<file path="src/rtl/sgfs_pkg.sv">
// Shared constants, codes and types of the slot and global FIFO scheduler.
`timescale 1ns / 1ps
package sgfs_pkg;

   localparam int NUM_CPUS   = 8;
   localparam int MAX_TASKS  = 64;
   localparam int CPU_W      = 3;
   localparam int TASK_W     = 6;
   localparam int COUNT_W    = $clog2(MAX_TASKS + 1);
   localparam int CMDQ_DEPTH = 2;
   localparam int CMDQ_PTR_W = $clog2(CMDQ_DEPTH);

   typedef enum logic [1:0] {
      OP_ENQUEUE = 2'd0,
      OP_DEQUEUE = 2'd1,
      OP_PICK    = 2'd2,
      OP_YIELD   = 2'd3
   } op_type;

   typedef enum logic [2:0] {
      ST_DONE       = 3'd0,
      ST_ALREADY    = 3'd1,
      ST_NOT_QUEUED = 3'd2,
      ST_NOTHING    = 3'd3,
      ST_SLOT_EMPTY = 3'd4
   } status_type;

   typedef enum logic [2:0] {
      CMD_ENQUEUE,
      CMD_DEQUEUE,
      CMD_PICK,
      CMD_YIELD,
      CMD_REJECT
   } cmd_kind_type;

   typedef struct packed {
      cmd_kind_type      kind;
      status_type        reject_status;
      logic [CPU_W-1:0]  cpu;
      logic [TASK_W-1:0] task_id;
   } cmd_type;

   typedef enum logic {
      BK_IDLE,
      BK_LINK
   } back_state_type;

endpackage

</file>
<file path="src/rtl/sgfs_front.sv">
// Front end: accepts requests and classifies them into scheduler commands.
`timescale 1ns / 1ps
module sgfs_front (
   input  logic                        req_valid,
   input  logic [1:0]                  req_op,
   input  logic [2:0]                  req_cpu,
   input  logic [5:0]                  req_task_id,
   output logic                        req_stall,
   input  logic                        queue_full,
   output logic                        push,
   output sgfs_pkg::cmd_type           push_cmd
);
   import sgfs_pkg::*;

   logic cpu_ok;
   logic task_ok;

   assign cpu_ok    = int'(req_cpu) < NUM_CPUS;
   assign task_ok   = int'(req_task_id) < MAX_TASKS;
   assign req_stall = queue_full;
   assign push      = req_valid && !queue_full;

   // Checks that do not depend on scheduler state are settled here.
   always_comb begin
      push_cmd.cpu           = req_cpu;
      push_cmd.task_id       = req_task_id;
      push_cmd.kind          = CMD_REJECT;
      push_cmd.reject_status = ST_DONE;
      unique case (op_type'(req_op))
         OP_DEQUEUE: begin
            if (!task_ok) begin
               push_cmd.reject_status = ST_NOT_QUEUED;
            end else begin
               push_cmd.kind = CMD_DEQUEUE;
            end
         end
         OP_ENQUEUE: begin
            if (!cpu_ok) begin
               push_cmd.reject_status = ST_SLOT_EMPTY;
            end else if (!task_ok) begin
               push_cmd.reject_status = ST_NOT_QUEUED;
            end else begin
               push_cmd.kind = CMD_ENQUEUE;
            end
         end
         OP_PICK: begin
            if (!cpu_ok) begin
               push_cmd.reject_status = ST_SLOT_EMPTY;
            end else begin
               push_cmd.kind = CMD_PICK;
            end
         end
         OP_YIELD: begin
            if (!cpu_ok) begin
               push_cmd.reject_status = ST_SLOT_EMPTY;
            end else begin
               push_cmd.kind = CMD_YIELD;
            end
         end
      endcase
   end

endmodule

</file>
<file path="src/rtl/sgfs_cmdq.sv">
// Short command queue between the front end and the execution back end.
`timescale 1ns / 1ps
module sgfs_cmdq (
   input  logic                clock,
   input  logic                reset,
   input  logic                push,
   input  sgfs_pkg::cmd_type   push_cmd,
   output logic                full,
   input  logic                pop,
   output logic                head_valid,
   output sgfs_pkg::cmd_type   head_cmd
);
   import sgfs_pkg::*;

   cmd_type               entry_ff [CMDQ_DEPTH];
   logic [CMDQ_PTR_W-1:0] wr_ptr_ff;
   logic [CMDQ_PTR_W-1:0] wr_ptr_in;
   logic [CMDQ_PTR_W-1:0] rd_ptr_ff;
   logic [CMDQ_PTR_W-1:0] rd_ptr_in;
   logic [CMDQ_PTR_W:0]   count_ff;
   logic [CMDQ_PTR_W:0]   count_in;

   assign full       = count_ff == (CMDQ_PTR_W + 1)'(CMDQ_DEPTH);
   assign head_valid = count_ff != '0;
   assign head_cmd   = entry_ff[rd_ptr_ff];

   always_comb begin
      wr_ptr_in = push ? wr_ptr_ff + 1'b1 : wr_ptr_ff;
      rd_ptr_in = pop ? rd_ptr_ff + 1'b1 : rd_ptr_ff;
      count_in  = count_ff;
      if (push && !pop) begin
         count_in = count_ff + 1'b1;
      end else if (pop && !push) begin
         count_in = count_ff - 1'b1;
      end
   end

   always_ff @(posedge clock) begin
      if (reset) begin
         wr_ptr_ff <= '0;
         rd_ptr_ff <= '0;
         count_ff  <= '0;
      end else begin
         wr_ptr_ff <= wr_ptr_in;
         rd_ptr_ff <= rd_ptr_in;
         count_ff  <= count_in;
      end
   end

   always_ff @(posedge clock) begin
      if (push) begin
         entry_ff[wr_ptr_ff] <= push_cmd;
      end
   end

endmodule

</file>
<file path="src/rtl/sgfs_back.sv">
// Back end: slot table, global FIFO link memories and the result register.
`timescale 1ns / 1ps
module sgfs_back (
   input  logic                clock,
   input  logic                reset,
   input  logic                cmd_valid,
   input  sgfs_pkg::cmd_type   cmd,
   output logic                cmd_pop,
   output logic                rsp_valid,
   input  logic                rsp_stall,
   output logic [2:0]          rsp_status,
   output logic                rsp_task_valid,
   output logic [5:0]          rsp_chosen_task
);
   import sgfs_pkg::*;

   back_state_type      state_ff, state_in;
   logic [NUM_CPUS-1:0] slot_valid_ff, slot_valid_in;
   logic [TASK_W-1:0]   slot_task_ff [NUM_CPUS];
   logic [TASK_W-1:0]   slot_task_in [NUM_CPUS];
   logic [MAX_TASKS-1:0] queued_ff, queued_in;
   logic [MAX_TASKS-1:0] in_global_ff, in_global_in;
   logic [TASK_W-1:0]   head_ff, head_in;
   logic [TASK_W-1:0]   tail_ff, tail_in;
   logic [COUNT_W-1:0]  count_ff, count_in;
   logic [TASK_W-1:0]   rm_task_ff, rm_task_in;
   logic                pend_task_valid_ff, pend_task_valid_in;
   logic [TASK_W-1:0]   pend_chosen_ff, pend_chosen_in;
   logic                rsp_valid_ff, rsp_valid_in;
   status_type          rsp_status_ff, rsp_status_in;
   logic                rsp_task_valid_ff, rsp_task_valid_in;
   logic [TASK_W-1:0]   rsp_chosen_ff, rsp_chosen_in;

   logic [TASK_W-1:0]   next_link_mem [MAX_TASKS];
   logic [TASK_W-1:0]   prev_link_mem [MAX_TASKS];
   logic [TASK_W-1:0]   next_rd_ff;
   logic [TASK_W-1:0]   prev_rd_ff;
   logic                rd_en;
   logic [TASK_W-1:0]   rd_addr;
   logic                next_we, prev_we;
   logic [TASK_W-1:0]   next_wa, next_wd, prev_wa, prev_wd;

   logic                out_free;
   logic                load;
   status_type          res_status;
   logic                res_task_valid;
   logic [TASK_W-1:0]   res_chosen;
   logic                app_en;
   logic [TASK_W-1:0]   app_task;
   logic                rm_en;
   logic [TASK_W-1:0]   rm_addr;

   assign rsp_valid       = rsp_valid_ff;
   assign rsp_status      = rsp_status_ff;
   assign rsp_task_valid  = rsp_task_valid_ff;
   assign rsp_chosen_task = rsp_chosen_ff;
   assign out_free        = !rsp_valid_ff || !rsp_stall;

   always_comb begin
      state_in           = state_ff;
      slot_valid_in      = slot_valid_ff;
      slot_task_in       = slot_task_ff;
      queued_in          = queued_ff;
      in_global_in       = in_global_ff;
      head_in            = head_ff;
      tail_in            = tail_ff;
      count_in           = count_ff;
      rm_task_in         = rm_task_ff;
      pend_task_valid_in = pend_task_valid_ff;
      pend_chosen_in     = pend_chosen_ff;
      cmd_pop            = 1'b0;
      rd_en              = 1'b0;
      rd_addr            = cmd.task_id;
      next_we            = 1'b0;
      next_wa            = '0;
      next_wd            = '0;
      prev_we            = 1'b0;
      prev_wa            = '0;
      prev_wd            = '0;
      load               = 1'b0;
      res_status         = ST_DONE;
      res_task_valid     = 1'b0;
      res_chosen         = '0;
      app_en             = 1'b0;
      app_task           = cmd.task_id;
      rm_en              = 1'b0;
      rm_addr            = cmd.task_id;

      unique case (state_ff)
         BK_IDLE: begin
            if (cmd_valid && out_free) begin
               cmd_pop = 1'b1;
               load    = 1'b1;
               unique case (cmd.kind)
                  CMD_REJECT: begin
                     res_status = cmd.reject_status;
                  end
                  CMD_ENQUEUE: begin
                     if (queued_ff[cmd.task_id]) begin
                        res_status = ST_ALREADY;
                     end else begin
                        queued_in[cmd.task_id] = 1'b1;
                        if (!slot_valid_ff[cmd.cpu]) begin
                           slot_valid_in[cmd.cpu] = 1'b1;
                           slot_task_in[cmd.cpu]  = cmd.task_id;
                        end else begin
                           app_en = 1'b1;
                        end
                     end
                  end
                  CMD_DEQUEUE: begin
                     if (!queued_ff[cmd.task_id]) begin
                        res_status = ST_NOT_QUEUED;
                     end else begin
                        queued_in[cmd.task_id] = 1'b0;
                        if (in_global_ff[cmd.task_id]) begin
                           rm_en = 1'b1;
                        end else begin
                           // The task sits in some slot, not necessarily this CPU's.
                           for (int c = 0; c < NUM_CPUS; c++) begin
                              if (slot_valid_ff[c] && slot_task_ff[c] == cmd.task_id) begin
                                 slot_valid_in[c] = 1'b0;
                              end
                           end
                        end
                     end
                  end
                  CMD_PICK: begin
                     if (slot_valid_ff[cmd.cpu]) begin
                        res_task_valid = 1'b1;
                        res_chosen     = slot_task_ff[cmd.cpu];
                     end else if (count_ff != '0) begin
                        slot_valid_in[cmd.cpu] = 1'b1;
                        slot_task_in[cmd.cpu]  = head_ff;
                        res_task_valid         = 1'b1;
                        res_chosen             = head_ff;
                        rm_en                  = 1'b1;
                        rm_addr                = head_ff;
                     end else begin
                        res_status = ST_NOTHING;
                     end
                  end
                  CMD_YIELD: begin
                     if (!slot_valid_ff[cmd.cpu]) begin
                        res_status = ST_SLOT_EMPTY;
                     end else begin
                        slot_valid_in[cmd.cpu] = 1'b0;
                        app_en                 = 1'b1;
                        app_task               = slot_task_ff[cmd.cpu];
                     end
                  end
                  default: begin
                     res_status = cmd.reject_status;
                  end
               endcase

               if (app_en) begin
                  in_global_in[app_task] = 1'b1;
                  count_in               = count_ff + 1'b1;
                  if (count_ff == '0) begin
                     head_in = app_task;
                     tail_in = app_task;
                  end else begin
                     next_we = 1'b1;
                     next_wa = tail_ff;
                     next_wd = app_task;
                     prev_we = 1'b1;
                     prev_wa = app_task;
                     prev_wd = tail_ff;
                     tail_in = app_task;
                  end
               end

               if (rm_en) begin
                  in_global_in[rm_addr] = 1'b0;
                  if (count_ff <= COUNT_W'(1)) begin
                     count_in = '0;
                  end else begin
                     // Unlinking needs the neighbors, read from the link memories first.
                     rd_en              = 1'b1;
                     rd_addr            = rm_addr;
                     rm_task_in         = rm_addr;
                     pend_task_valid_in = res_task_valid;
                     pend_chosen_in     = res_chosen;
                     load               = 1'b0;
                     state_in           = BK_LINK;
                  end
               end
            end
         end
         BK_LINK: begin
            // The result register was emptied when this command was taken.
            count_in       = count_ff - 1'b1;
            load           = 1'b1;
            res_task_valid = pend_task_valid_ff;
            res_chosen     = pend_chosen_ff;
            state_in       = BK_IDLE;
            if (rm_task_ff == head_ff) begin
               head_in = next_rd_ff;
            end else if (rm_task_ff == tail_ff) begin
               tail_in = prev_rd_ff;
            end else begin
               next_we = 1'b1;
               next_wa = prev_rd_ff;
               next_wd = next_rd_ff;
               prev_we = 1'b1;
               prev_wa = next_rd_ff;
               prev_wd = prev_rd_ff;
            end
         end
         default: begin
            state_in = BK_IDLE;
         end
      endcase

      rsp_valid_in      = rsp_valid_ff && rsp_stall;
      rsp_status_in     = rsp_status_ff;
      rsp_task_valid_in = rsp_task_valid_ff;
      rsp_chosen_in     = rsp_chosen_ff;
      if (load) begin
         rsp_valid_in      = 1'b1;
         rsp_status_in     = res_status;
         rsp_task_valid_in = res_task_valid;
         rsp_chosen_in     = res_chosen;
      end
   end

   always_ff @(posedge clock) begin
      if (reset) begin
         state_ff      <= BK_IDLE;
         slot_valid_ff <= '0;
         queued_ff     <= '0;
         in_global_ff  <= '0;
         head_ff       <= '0;
         tail_ff       <= '0;
         count_ff      <= '0;
         rsp_valid_ff  <= 1'b0;
      end else begin
         state_ff      <= state_in;
         slot_valid_ff <= slot_valid_in;
         queued_ff     <= queued_in;
         in_global_ff  <= in_global_in;
         head_ff       <= head_in;
         tail_ff       <= tail_in;
         count_ff      <= count_in;
         rsp_valid_ff  <= rsp_valid_in;
      end
   end

   always_ff @(posedge clock) begin
      slot_task_ff       <= slot_task_in;
      rm_task_ff         <= rm_task_in;
      pend_task_valid_ff <= pend_task_valid_in;
      pend_chosen_ff     <= pend_chosen_in;
      rsp_status_ff      <= rsp_status_in;
      rsp_task_valid_ff  <= rsp_task_valid_in;
      rsp_chosen_ff      <= rsp_chosen_in;
   end

   always_ff @(posedge clock) begin
      if (next_we) begin
         next_link_mem[next_wa] <= next_wd;
      end
      if (prev_we) begin
         prev_link_mem[prev_wa] <= prev_wd;
      end
      if (rd_en) begin
         next_rd_ff <= next_link_mem[rd_addr];
         prev_rd_ff <= prev_link_mem[rd_addr];
      end
   end

endmodule

</file>
<file path="src/rtl/slot_and_global_fifo_scheduler_core.sv">
// Top level of the slot and global FIFO task scheduler.
//
// Requests (req_op, req_cpu, req_task_id) enter on a valid/stall channel and
// each produces exactly one response (rsp_status, rsp_task_valid,
// rsp_chosen_task) on the rsp_ channel, in request order.
// A front end classifies requests into a two-entry command queue; the back
// end executes one command at a time against the slot table and the global
// FIFO, which is a doubly linked list held in two link memories.
// Order: the request is written into the command queue; the back end takes
// the queue head when idle with a free response register and registers the
// response, except when it unlinks a task from a FIFO holding more than one
// task: then the link memory read is registered first, and the relink write
// and the loading of the response register follow in the BK_LINK state.
// Throughput: one command per cycle while the response is not stalled; one
// that unlinks from such a FIFO blocks the next until its relink write.
// Reset empties all slots, the FIFO and the command queue; no clearing pass.
// A stalled response holds in its output register, the queue keeps taking
// requests until full, and req_stall is high while the queue is full.
`timescale 1ns / 1ps
module slot_and_global_fifo_scheduler_core (
   input  logic       clock,
   input  logic       reset,
   input  logic       req_valid,
   output logic       req_stall,
   input  logic [1:0] req_op,
   input  logic [2:0] req_cpu,
   input  logic [5:0] req_task_id,
   output logic       rsp_valid,
   input  logic       rsp_stall,
   output logic [2:0] rsp_status,
   output logic       rsp_task_valid,
   output logic [5:0] rsp_chosen_task
);
   import sgfs_pkg::*;

   logic    q_push;
   cmd_type q_push_cmd;
   logic    q_full;
   logic    q_pop;
   logic    q_valid;
   cmd_type q_head_cmd;

   sgfs_front u_front (
      .req_valid   (req_valid),
      .req_op      (req_op),
      .req_cpu     (req_cpu),
      .req_task_id (req_task_id),
      .req_stall   (req_stall),
      .queue_full  (q_full),
      .push        (q_push),
      .push_cmd    (q_push_cmd)
   );

   sgfs_cmdq u_cmdq (
      .clock      (clock),
      .reset      (reset),
      .push       (q_push),
      .push_cmd   (q_push_cmd),
      .full       (q_full),
      .pop        (q_pop),
      .head_valid (q_valid),
      .head_cmd   (q_head_cmd)
   );

   sgfs_back u_back (
      .clock           (clock),
      .reset           (reset),
      .cmd_valid       (q_valid),
      .cmd             (q_head_cmd),
      .cmd_pop         (q_pop),
      .rsp_valid       (rsp_valid),
      .rsp_stall       (rsp_stall),
      .rsp_status      (rsp_status),
      .rsp_task_valid  (rsp_task_valid),
      .rsp_chosen_task (rsp_chosen_task)
   );

   a_pop_needs_cmd: assert property (@(posedge clock) disable iff (reset)
      q_pop |-> q_valid)
      else $error("back end popped an empty command queue");

   a_pick_is_done: assert property (@(posedge clock) disable iff (reset)
      rsp_valid && rsp_task_valid |-> rsp_status == ST_DONE)
      else $error("picked task reported with a failure status");

   a_no_task_zero: assert property (@(posedge clock) disable iff (reset)
      rsp_valid && !rsp_task_valid |-> rsp_chosen_task == '0)
      else $error("chosen task not zero without a picked task");

   a_stall_blocks_pop: assert property (@(posedge clock) disable iff (reset)
      rsp_valid && rsp_stall |-> !q_pop)
      else $error("command taken while the response register is held");

endmodule

</file>
<file path="config.mk">
export PLATFORM = sky130hd
export DESIGN_NAME = slot_and_global_fifo_scheduler_core
export DESIGN_NICKNAME = d
export VERILOG_FILES = /design/src/rtl/sgfs_pkg.sv /design/src/rtl/sgfs_front.sv /design/src/rtl/sgfs_cmdq.sv /design/src/rtl/sgfs_back.sv /design/src/rtl/slot_and_global_fifo_scheduler_core.sv
export SDC_FILE = /design/constraint.sdc
export NUM_CORES = 2
export LEC_CHECK = 0
export ABC_AREA = 0
export ABC_CLOCK_PERIOD_IN_PS = 6600
export BUFFER_PORTS_ARGS = -buffer_cell sky130_fd_sc_hd__buf_2
export CORE_ASPECT_RATIO = 0.5
export CORE_MARGIN = 5
export CORE_UTILIZATION = 55
export CTS_BUF_LIST = sky130_fd_sc_hd__clkbuf_8
export DETAILED_ROUTE_END_ITERATION = 6
export GPL_TIMING_DRIVEN = 1
export PLACE_DENSITY_LB_ADDON = 0.3
export SYNTH_ARGS = -nofsm -noshare
export SYNTH_HDL_FRONTEND = slang
export SYNTH_SLANG_ARGS = --single-unit
export TNS_END_PERCENT = 10
</file>
<file path="constraint.sdc">
create_clock -name clock -period 6.6 [get_ports clock]
set_input_delay 1.32 -clock clock [delete_from_list [all_inputs] [get_ports clock]]
set_output_delay 1.32 -clock clock [all_outputs]
set_load 0.005 [all_outputs]
</file>
**Word-level counts from Yosys, hierarchy flattened**

Memory sizes are Yosys's and may differ from the RTL's. A register that Yosys moved wholly into a read port is not among the register bits.
Index checks and enable logic that the tools add are counted.

- Output and inout bits: 12
- Memories kept: 3
- Bits in registers: 232
- Word-level logic and storage cells: 294
- Bits in writable memories: 798

Memories:

| memory | depth | width | rd ports | clocked after memory_dff | wr ports | line | source |
|---|---|---|---|---|---|---|---|
| u_back.next_link_mem | 64 | 6 | 1 | 1 | 1 | sgfs_back.sv:34 | `logic [TASK_W-1:0] next_link_mem [MAX_TASKS];` |
| u_back.prev_link_mem | 64 | 6 | 1 | 1 | 1 | sgfs_back.sv:35 | `logic [TASK_W-1:0] prev_link_mem [MAX_TASKS];` |
| u_cmdq.entry_ff | 2 | 15 | 1 | 1 | 1 | sgfs_cmdq.sv:15 | `cmd_type entry_ff [CMDQ_DEPTH];` |

- Bitwise gates (word level): 13
- Equal/unequal tests: 38
- Order comparisons: 11
- Add/subtract/negate cells: 6
- Multiplexer cells: 143
- Reduce and logical (&&, ||, !) cells: 48

Operator list:

| operator | number |
|---|---|
| 64-bit two-way mux | 6 |
| 6-bit two-way mux | 38 |
| 48-bit two-way mux | 4 |
| 64-bit AND | 2 |
| 64-bit inverter | 2 |
| 64-bit bitwise OR | 2 |
| 64-bit case mux with 2 select lines | 1 |
| 48-bit bitwise mux | 2 |
| 48-bit case mux with 2 select lines | 1 |
| 11-bit AND reduction | 8 |
| 6-bit == test | 10 |
| 6-bit case mux with 2 select lines | 5 |
| 8-bit two-way mux | 7 |
| 1-bit two-way mux | 50 |
| 8-bit case mux with 4 select lines | 1 |
| 7-bit two-way mux | 4 |
| 2-bit by 1-bit inequality test with 1-bit output, second input constant | 14 |
| 6-bit case mux with 4 select lines | 1 |
| 6-bit by 7-bit less-than comparator with 1-bit output, second input constant | 3 |
| 6-bit binary-select mux with 3-bit select | 1 |
| 1-bit demux with 6-bit select | 3 |
| 6-bit demux with 3-bit select | 1 |
| 6-bit by 1-bit >= comparator with 1-bit output, second input constant | 3 |
| 1-bit logical AND | 18 |
| other kinds (41) | 72 |

**Logic depth before layout (Yosys ltp)**

- Depth after elaboration: 18
- Mapped depth: 21
- Mapped depth without buffers: 12

**Modules after synthesis**

Synthesis repeated with hierarchy kept, for this count alone.

- Cell total of the unflattened synthesis: 3424
- Area, all modules: 44574.0 µm²

Modules (own cells, without submodules):

| module | instances | area each (µm²) | cells an instance | seq. area each (µm²) |
|---|---|---|---|---|
| sgfs_back | 1 | 43151.4 | 3337 | 28697.5 |
| sgfs_cmdq | 1 | 1292.5 | 69 | 1001.0 |
| sgfs_front | 1 | 130.1 | 18 | 0.0 |

**Worst setup path before layout**

OpenSTA, ideal clock, no wires.

- Kind: reg-to-reg
- Start point: reg (tool-made name)
- End point: mem u_back.next_link_mem[56][0], enable pin
- Stages on the path, launching flop included: 16
- Setup slack: 0.293 ns
- Data arrival time: 5.929 ns
- Library setup time: 0.378 ns
- Clock period less this slack: 6.307 ns
- Cell sequence: dfxtp_1 buf_6 buf_6 buf_4 buf_2 buf_1 mux2i_1 inv_1 ha_1 nor2b_1 nand2_1 a211o_2 buf_6 o21ai_1 nand2_1 nor3_1

RTL lines:

| what | line |
|---|---|
| end, declared | sgfs_back.sv:34 |

==> metrics <==
syn avg cell area=12.40 sq um; ANT nets after route=0; Fmax achieved=170.1 MHz; Crit Path Category=reg -> reg; Seq cells post-synth=1035; Initial Util=55.85%; most common cell after layout, fill and taps aside=edfxtp_1; GR Overflow Total=0; Finish-stage setup viols=0; Post-synth EDFFs=873; DRT iter0 DRCs=3943; setup TNS=0 ns; Bufs and invs on worst path=1; register area share after synthesis=65.99%; buffers inserted during post-CTS setup optimization=0; crit path DAT=6.34 ns; Final Cycle Share=89.07%; Layout area overhead=8.843%; worst-skew pair later-pin latency=0.83 ns; yosys warns=0; CTS sink count=1035; num rows=73; HP Class=reg -> reg; Hold Buf Count CTS=0; startpoint types=register; Post-Route WL=117.9 mm; cell-internal power=0.01065 W; share of cells above drive strength 1=10.08%; number of global-route vias before repair=29460; P_leak=17.64 nW; filler cell count in the final layout=6180; Die H=211.4 um; Mapped Area=0.04464 sq mm; slowest cell on the critical path=mux2i_2; routability cong.=0.9327; FF/Latch Area=0.02946 sq mm; asr flop ratio synth=0%; # DRC=0; sequential power share=45.2%; CTS tree=built; fin nets=3626; I/O Buffers=26; DR WL/cell=24.56 um; CTS-repair resized insts=0; outcome=complete, no violations; number of buffers created by CTS=145; peak supply drop=0.2632 mV; cells after synthesis=3599; Tmin final=5.879 ns; gr usage total=26.66%; Worst Path Required=7.06 ns; Multi-input gate area=0.01412 sq mm; final slew viol count=0; CTS root buf=clkbuf_8; first drt pass iteration count=6; synth unique cells=89; clock power share=29.9%; Post-Layout Inst Area=0.04859 sq mm; critical path endpoint category=register; die area=0.08730 sq mm; CP max FO=27; DPL Wire Length=73.42 mm; CTS H-tree depth=4; sw power=0.005331 W; Via density=6.363; Worst-Margin Slew=1.245 ns; first-pass GRT wire length=178.4 mm; largest net degree at the start of global routing=124; pwr dens=329.0 mW/mm^2; via count=30540; sw frac=33.35%; Die X=412.9 um; # IOs=27; Worst-path clk slew=0.07 ns; Placeable Area=0.07992 sq mm; Worst Skew=0.03233 ns; cell family with most CP delay=compound AO/OA/AOI/OAI gates; CTS Buffer Depth=3; most frequent cells in the layout=edfxtp_1 (873), nand2_1 (451), mux2i_1 (268); syn_nets=3623; Slew Limit Headroom=16.69%; Crit path largest cell delay=0.90 ns; Final Hold Vio Count=0; maxcap violations=0; initial antenna violation count=2; crit path cell chain=mux2i_2 > o32ai_1 > o32a_1 > o41ai_2 > nand4_1 > o31ai_4 > a211o_2 > buf_4 > o21ai_4 > nand3b_1 > nor2_1; combinational power share=24.9%; top_reg_cell synth=edfxtp_1; RSZ-0062 raised after global routing=false; dpl cell area=0.04590 sq mm
## flip-flops by register name (all words and copies together) (netlist names), 7 cells and up, named ones only
name                  flops
u_cmdq.entry_ff          22
u_back.in_global_ff      64
u_back.count_ff           7
u_back.next_link_mem    384
u_back.prev_link_mem    384
u_back.slot_valid_ff      8
u_back.slot_task_ff      48
## synthesized netlist by cell type, types with 9 or more instances
cell type    n  area, sq um
edfxtp_1   873        26220
mux2i_1    276         2763
nand2_1    451         1693
ha_1         9        112.6
o21ai_1     14        70.07
a32oi_1     55        481.7
o22ai_1    124        775.7
nand3_1    115        575.6
nor3_1      28        140.1
a21oi_1    135        675.7
o41ai_1      9        78.83
inv_1       45        168.9
or3_1       74        462.9
a211oi_1    16        120.1
a31oi_1     92        575.6
o221ai_1    13        113.9
nand4_1     55        344.1
dfxtp_1    162         3243
and3_1      20        125.1
xnor2_1     56        490.5
nand2b_1    17        106.4
buf_4        9        67.56
and2_1      17        106.4
o21a_1       9        67.56
mux2_2      17        191.4
clkbuf_1   159        596.8
and4_1      15        131.4
buf_2       64        320.3
nor2_1     259        972.2
a311oi_1    16        140.1
xor2_1      11        96.34
nor2b_1     20        125.1
o21ai_0    159        795.8
buf_1       14        52.55
a21o_1      51        382.9
## path summary, 6_finish.rpt
check / startpoint / to / slack [ns] / cells after the start
min: register / register / 0.48 / 2
max reg2reg: register / u_back.prev_link_mem[23][0] / 0.72 / 11
min reg2reg: register / register / 0.48 / 2
max: register / u_back.prev_link_mem[23][0] / 0.72 / 11
## final cells by class
type,instances,share of cell area (%)
Antenna cell,3,0.01545
Timing Repair Buffer,108,1.617
Sequential cell,1035,60.63
Multi-Input combinational cell,2264,29.06
Clock inverter,101,1.143
Inverter,48,0.3708
Tap cell,1087,2.799
Clock buffer,154,4.362
## routing by layer
layer  part of all wire (%)  vias to the layer above  wire length, um  GRT usage (%)
met5                  0.010                        -               12              0
met4                    2.7                        2             3175          9.301
met3                    9.9                      245            11710          6.095
met2                     46                     1609            53980          41.52
met1                     42                    15080            49000          37.35
li1                       -                    13610                -              -
## stage by stage
step | hold slack [ns] | total power [W] | worst slack, ns | cells | utilization [%]
2_1_floorplan | 0.4482 | 0.01001 | 0.2926 | 3599 | -
3_3_place_gp | 0.4634 | 0.01118 | 1.002 | 4542 | 57.44
3_5_place_dp | 0.4724 | 0.01123 | 0.8215 | 4542 | 57.44
4_1_cts | 0.4823 | 0.01593 | 0.8526 | 4797 | 60.78
5_1_grt | 0.5031 | 0.01658 | 0.5316 | 4797 | 60.78
6_report | 0.4830 | 0.01598 | 0.7213 | 4800 | 60.79
## worst reg2reg max path, cell delays in order, from the launching register on
cell      delay [ns]
dfxtp_2         0.71
mux2i_2         0.91
o32ai_1         0.19
o32a_1          0.22
o41ai_2         0.39
nand4_1         0.24
o31ai_4         0.57
a211o_2         0.57
buf_4           0.33
o21ai_4         0.15
nand3b_1        0.60
nor2_1          0.64
## kinds of logic after synthesis
kind of cell | after synthesis | synth area share [%]
DFF | 1035 | 65.99
buffers and inverters | 300 | 2.879
muxes | 295 | 6.685
xor gates and xnor gates | 67 | 1.315
adders and majority gates | 9 | 0.2523
AOI/OAI and AO/OA | 769 | 11.16
and+or+nand+nor | 1124 | 11.72
## power groups by stage
stage	clock, W	sequential [W]	combinational, W
after global placement	0	0.00736	0.00382
after detailed placement	0	0.00736	0.00387
after CTS	0.00482	0.00722	0.00389
after global routing	0.00516	0.00723	0.00419
final	0.00478	0.00722	0.00398
after floorplan	0	0.00731	0.00270
Power figures use the tool's default switching activity.
